**src/rtl/qte_pkg.sv**
```systemverilog
// Package for the quaternion to Euler angle converter.
// Holds operand widths, the shared operand struct and the CORDIC arctangent table.
// No dependencies.
`default_nettype none

package qte_pkg;

    localparam int OP_W      = 34;   // atan2 operands, Q.28 with headroom
    localparam int S_W       = 30;   // saturated pitch sine, +-2^28
    localparam int CW        = 38;   // CORDIC x/y datapath
    localparam int ACC_W     = 34;   // angle accumulator, 2^32 counts per turn
    localparam int SQ_IN_W   = 57;   // radicand, up to 2^56
    localparam int SQ_STEPS  = 29;   // one root bit per stage
    localparam int ROOT_W    = 29;   // root up to 2^28
    localparam int ATAN_LEN  = 24;
    localparam int ANGLE_W   = 16;
    localparam int QUAT_W    = 16;
    localparam int PROD_W    = 32;

    typedef logic signed [OP_W-1:0]    op_t;
    typedef logic signed [S_W-1:0]     sine_t;
    typedef logic signed [ACC_W-1:0]   acc_t;
    typedef logic signed [ANGLE_W-1:0] angle_t;
    typedef logic signed [QUAT_W-1:0]  quat_t;
    typedef logic signed [PROD_W-1:0]  prod_t;

    typedef struct packed {
        op_t   rn;
        op_t   rd;
        op_t   yn;
        op_t   yd;
        sine_t s;
    } ops_t;

    localparam acc_t ONE_Q28   = acc_t'(64'sd268435456);
    localparam acc_t HALF_TURN = acc_t'(64'sd2147483648);

    localparam acc_t ATAN_TAB [ATAN_LEN] = '{
        acc_t'(34'h020000000), acc_t'(34'h012E4051D), acc_t'(34'h009FB385B),
        acc_t'(34'h0051111D4), acc_t'(34'h0028B0D43), acc_t'(34'h00145D7E1),
        acc_t'(34'h000A2F61E), acc_t'(34'h000517C55), acc_t'(34'h00028BE53),
        acc_t'(34'h000145F2E), acc_t'(34'h0000A2F98), acc_t'(34'h0000517CC),
        acc_t'(34'h000028BE6), acc_t'(34'h0000145F3), acc_t'(34'h00000A2F9),
        acc_t'(34'h00000517C), acc_t'(34'h0000028BE), acc_t'(34'h00000145F),
        acc_t'(34'h000000A2F), acc_t'(34'h000000517), acc_t'(34'h00000028B),
        acc_t'(34'h000000145), acc_t'(34'h0000000A2), acc_t'(34'h000000051)
    };

endpackage

`default_nettype wire

```
**src/rtl/qte_isqrt.sv**
```systemverilog
// Pipelined integer square root, floor(sqrt(v)), one root bit per stage.
// Depends on qte_pkg.
`default_nettype none

module qte_isqrt (
    input  wire logic                         clk,
    input  wire logic                         en,
    input  wire logic [qte_pkg::SQ_IN_W-1:0]  radicand,
    output logic      [qte_pkg::ROOT_W-1:0]   root
);
    import qte_pkg::*;

    localparam int RES_W = SQ_IN_W + 1;

    logic [SQ_IN_W-1:0] rem_reg [SQ_STEPS+1];
    logic [RES_W-1:0]   res_reg [SQ_STEPS+1];

    always_comb
    begin
        rem_reg[0] = radicand;
        res_reg[0] = '0;
    end

    for (genvar k = 0; k < SQ_STEPS; k++) begin : g_stage
        localparam int SH = 2 * (SQ_STEPS - 1 - k);
        logic [RES_W-1:0]   bit_w;
        logic [RES_W-1:0]   sum;
        logic [SQ_IN_W-1:0] rem_next;
        logic [RES_W-1:0]   res_next;

        always_comb
        begin
            bit_w = RES_W'(1) << SH;
            sum   = res_reg[k] + bit_w;
            if ({1'b0, rem_reg[k]} >= sum)
            begin
                rem_next = rem_reg[k] - sum[SQ_IN_W-1:0];
                res_next = (res_reg[k] >> 1) + bit_w;
            end
            else
            begin
                rem_next = rem_reg[k];
                res_next = res_reg[k] >> 1;
            end
        end

        always_ff @(posedge clk)
        begin
            if (en)
            begin
                rem_reg[k+1] <= rem_next;
                res_reg[k+1] <= res_next;
            end
        end
    end

    assign root = res_reg[SQ_STEPS][ROOT_W-1:0];

endmodule

`default_nettype wire

```
**config.mk**
```make
export PLATFORM = sky130hd
export DESIGN_NAME = qte_isqrt
export DESIGN_NICKNAME = d
export VERILOG_FILES = /design/src/rtl/qte_pkg.sv /design/src/rtl/qte_isqrt.sv
export SDC_FILE = /design/constraint.sdc
export NUM_CORES = 2
export LEC_CHECK = 0
export BUFFER_PORTS_ARGS = -buffer_cell sky130_fd_sc_hd__buf_2
export CAP_MARGIN = 40
export CORE_ASPECT_RATIO = 0.9
export CORE_MARGIN = 2
export CORE_UTILIZATION = 40
export CTS_CLUSTER_DIAMETER = 30
export DETAILED_ROUTE_END_ITERATION = 6
export PLACE_DENSITY_LB_ADDON = 0.05
export SETUP_SLACK_MARGIN = 0.1
export SYNTH_ARGS = -nofsm -noshare
export SYNTH_HDL_FRONTEND = slang
export SYNTH_SLANG_ARGS = --single-unit
```
**constraint.sdc**
```tcl
create_clock -name clk -period 3.3 [get_ports clk]
set_input_delay 0.33 -clock clk [delete_from_list [all_inputs] [get_ports clk]]
set_output_delay 0.33 -clock clk [all_outputs]
set_load 0.03 [all_outputs]
```
==> flow_summary.toml <==
[status]
status = "finished with violations"
violations = "negative setup slack"

[clock_tree]
clk_path_buf_depth = 4
cts_sinks = 2031
cts_buffers = 419
htreeDepth = 5
cts_tree = "yes"
clock_latency_ns = 0.90
cts-root-buf = "clkbuf_16"
clk_transition_reported_paths_ns = 0.05

[sta]
worst_slack_ns = -0.214
skew_ns = 0.0852
maxSlewHeadroom = 0.364
whs_ns = 0.116
final_max_slew_viol_count = 0
hold_viol = 0
worst_pin_slew_ns = 0.946
rsz0062_at_grt = "true"
fin_crit_sh = 1.06
setup_violations = 67
setup-tns-final_ns = -6.84
max_freq_mhz = 285
finalCriticalPeriod_ns = 3.51

[synth]
yosysWarnings = 0
seq_area_frac_synth = 0.630
synthAdderAreaFrac = 0.0596
synth_edf_count = 2031
synth-xor-area-share = 0.0615
synth_compound_area_frac = 0.0942
synth.avg_cell_area_um2 = 12.7
synthSimpleGateAreaFrac = 0.117
synth-async-reset-ratio = 0
synth_top_family_by_area = "simple AND/OR/NAND/NOR gates"
synth_area_um2 = 96900
ys_ff_latch = 2031
ys_dominant_reg_cell = "edfxtp_1"
synth.distinct_cells = 89
syn-num-nets = 8138
synth.area.mux_share = 0.0105
synthCells = 7618

[grt]
grt_pass1_wl_um = 388000
grt_pass1_vias = 66300
overflow = 0
antenna_found_initial = 8
grt_max_degree = 119
grt.total_usage = 0.202

[floorplan]
die_w_um = 523
io_pins = 88
dieArea_um2 = 246000
num_rows = 171
coreArea_um2 = 241000
die_h_um = 471
floorplan.initialDensity = 0.402

[placement]
dpl_cell_area_um2 = 109000
gp_congestion = 0.880
place_ws_ns = -0.461
dp.cells = 11800
port-buffer-count = 87
post-dp-hpwl_um = 187000

[power]
p_clk_frac = 0.427
internal_power_mw = 70.6
netSwitchingFraction = 0.284
leakage_nw = 50.6
power_density_nw_per_um2 = 765
p_total_mw = 98.5
seqPwrFrac = 0.363
pwr-share-comb = 0.210
peakVddDrop_mv = 0.485
p_sw_mw = 28.0

[worst_hold_path]
hp-class = "in2reg"

[critical_path]
critical_path_required_ns = 3.89
worstPathArrival_ns = 4.10
path_max_fanout = 5
path_class = "reg2reg"
start_kind = "flop"
cp-end-kind = "flop"

[route]
vias = 66100
drtAntennaViolNets = 0
drt_iter0_markers = 4946
routed_via_density = 5.19
first_pass_iters = 5
route.detailed.drc = 0
drt-total-wl_um = 255000
wl_per_cell_um = 20.0

[finish]
stdcell_count = 12700
fin_nets = 9703
largest_register_ff_count = 1596
final_util = 0.535
drive_gt1_frac = 0.270
syn2layout_area_growth_pct = 32.9
design_area_um2 = 129000

[job]
drv_cap = 0
[cells by family after synthesis]
| family | Yosys count |
|---|---|
| XOR/XNOR | 680 |
| AND/OR/NAND/NOR | 2176 |
| buffers and inverters | 706 |
| flip-flops | 2031 |
| other | 1 |
| adder cells (fa/ha/maj) | 461 |
| AO/OA/AOI/OAI | 1472 |
| multiplexers | 91 |
[area by class of cell]
class	instances	area [um2]
fill	20500	112000
sequential	2031	61000
multi-input combinational	4883	36700
clock buffer	468	10800
timing repair buffer	1288	10600
tap	3200	4000
clock inverter	311	3580
inverter	560	2110
antenna	4	10.0
[cells in the mapped netlist (all sizes together) (13+ instances only)]
library cell	number	area share
edfxtp	2031	0.63
nor3b	13	0.0010
o21bai	33	0.0026
o2111ai	13	0.0012
nor4	258	0.017
o211ai	27	0.0021
or4	52	0.0041
nor2b	68	0.0044
and2	23	0.0015
a221oi	13	0.0012
nand3	114	0.0059
nand2	402	0.016
nand4b	20	0.0018
ha	460	0.059
a21oi	543	0.028
xnor2	354	0.032
nor3	204	0.011
or2	43	0.0028
o31ai	32	0.0025
nand3b	26	0.0020
mux2	81	0.0095
a2111oi	22	0.0022
a21o	167	0.013
o31a	15	0.0014
nand4	120	0.0078
o21a	78	0.0061
and4	19	0.0017
inv	558	0.022
a211o	13	0.0012
clkbuf	134	0.0052
and3	41	0.0026
a211oi	37	0.0029
a31o	13	0.0012
or3	79	0.0051
nor2	533	0.021
nand2b	93	0.0060
xor2	326	0.029
a21boi	16	0.0012
a31oi	40	0.0026
o21ai	318	0.016
nor4b	36	0.0033
[path summary, 6_finish.rpt]
path,startpoint,end,slack [ns],cells after the start
worst max-delay path,rem_reg[443]$_DFFE_PP_,rem_reg[371]$_DFFE_PP_,-0.21,9
worst min-delay path,radicand[50],rem_reg[1646]$_DFFE_PP_,0.12,2
worst max register to register,rem_reg[443]$_DFFE_PP_,rem_reg[371]$_DFFE_PP_,-0.21,9
worst min register to register,rem_reg[466]$_DFFE_PP_,rem_reg[409]$_DFFE_PP_,0.41,0
[layer usage]
layer  share of wire  global-route usage
met3           0.039              0.0298
met2            0.46               0.322
met1            0.47               0.287
met4           0.021              0.0527
met5               0                   0
[what timing repair did]
action / 4_1_cts / 5_1_grt
resized for setup: 279 / 512
buffers inserted: 57 / 83
setup endpoints to repair: 461 / 510
endpoints found under the hold margin: 82 / 0
pin swaps: 81 / 186
hold buffers: 58 / 0
gates cloned: 6 / 6
[worst max-delay path: stages, from the launching register on]
cell,delay [ns]
edfxtp_1,0.39
or4_4,0.55
or4b_4,0.49
or4_4,0.43
or4b_4,0.52
a211oi_2,0.19
o21a_4,0.19
inv_6,0.06
clkbuf_16,0.16
mux2_4,0.29
[power by group through the flow]
| stage | combinational (mW) | sequential, mW | clock, mW |
|---|---|---|---|
| floorplan | 11.5 | 34.8 | 0 |
| global placement | 18.5 | 36.1 | 0 |
| detailed placement | 18.6 | 36.1 | 0 |
| CTS | 19.5 | 35.7 | 43.0 |
| global route | 22.8 | 36.1 | 44.3 |
| finish | 20.7 | 35.7 | 42.1 |
[cell usage in the layout, fill, tap and decap left out, types with 60 or more instances in the layout]
| cell type | synthesis | layout |
|---|---|---|
| or3_1 | 79 | 61 |
| ha_1 | 460 | 424 |
| nand3_1 | 113 | 93 |
| a21o_1 | 167 | 166 |
| o21ai_0 | 313 | 266 |
| nor2_1 | 533 | 461 |
| buf_4 | 3 | 1037 |
| clkbuf_16 | 0 | 429 |
| nand2_1 | 402 | 385 |
| buf_2 | 3 | 86 |
| nor2b_1 | 68 | 60 |
| nor4_1 | 258 | 212 |
| mux2_2 | 79 | 65 |
| edfxtp_1 | 2031 | 2031 |
| xnor2_1 | 354 | 338 |
| nor3_1 | 204 | 161 |
| a21oi_1 | 543 | 477 |
| o21a_1 | 77 | 75 |
| xor2_1 | 326 | 321 |
| inv_1 | 557 | 551 |
| nand4_1 | 120 | 120 |
| nand2b_1 | 93 | 89 |
Note: power is estimated with default switching activity, not from simulation.
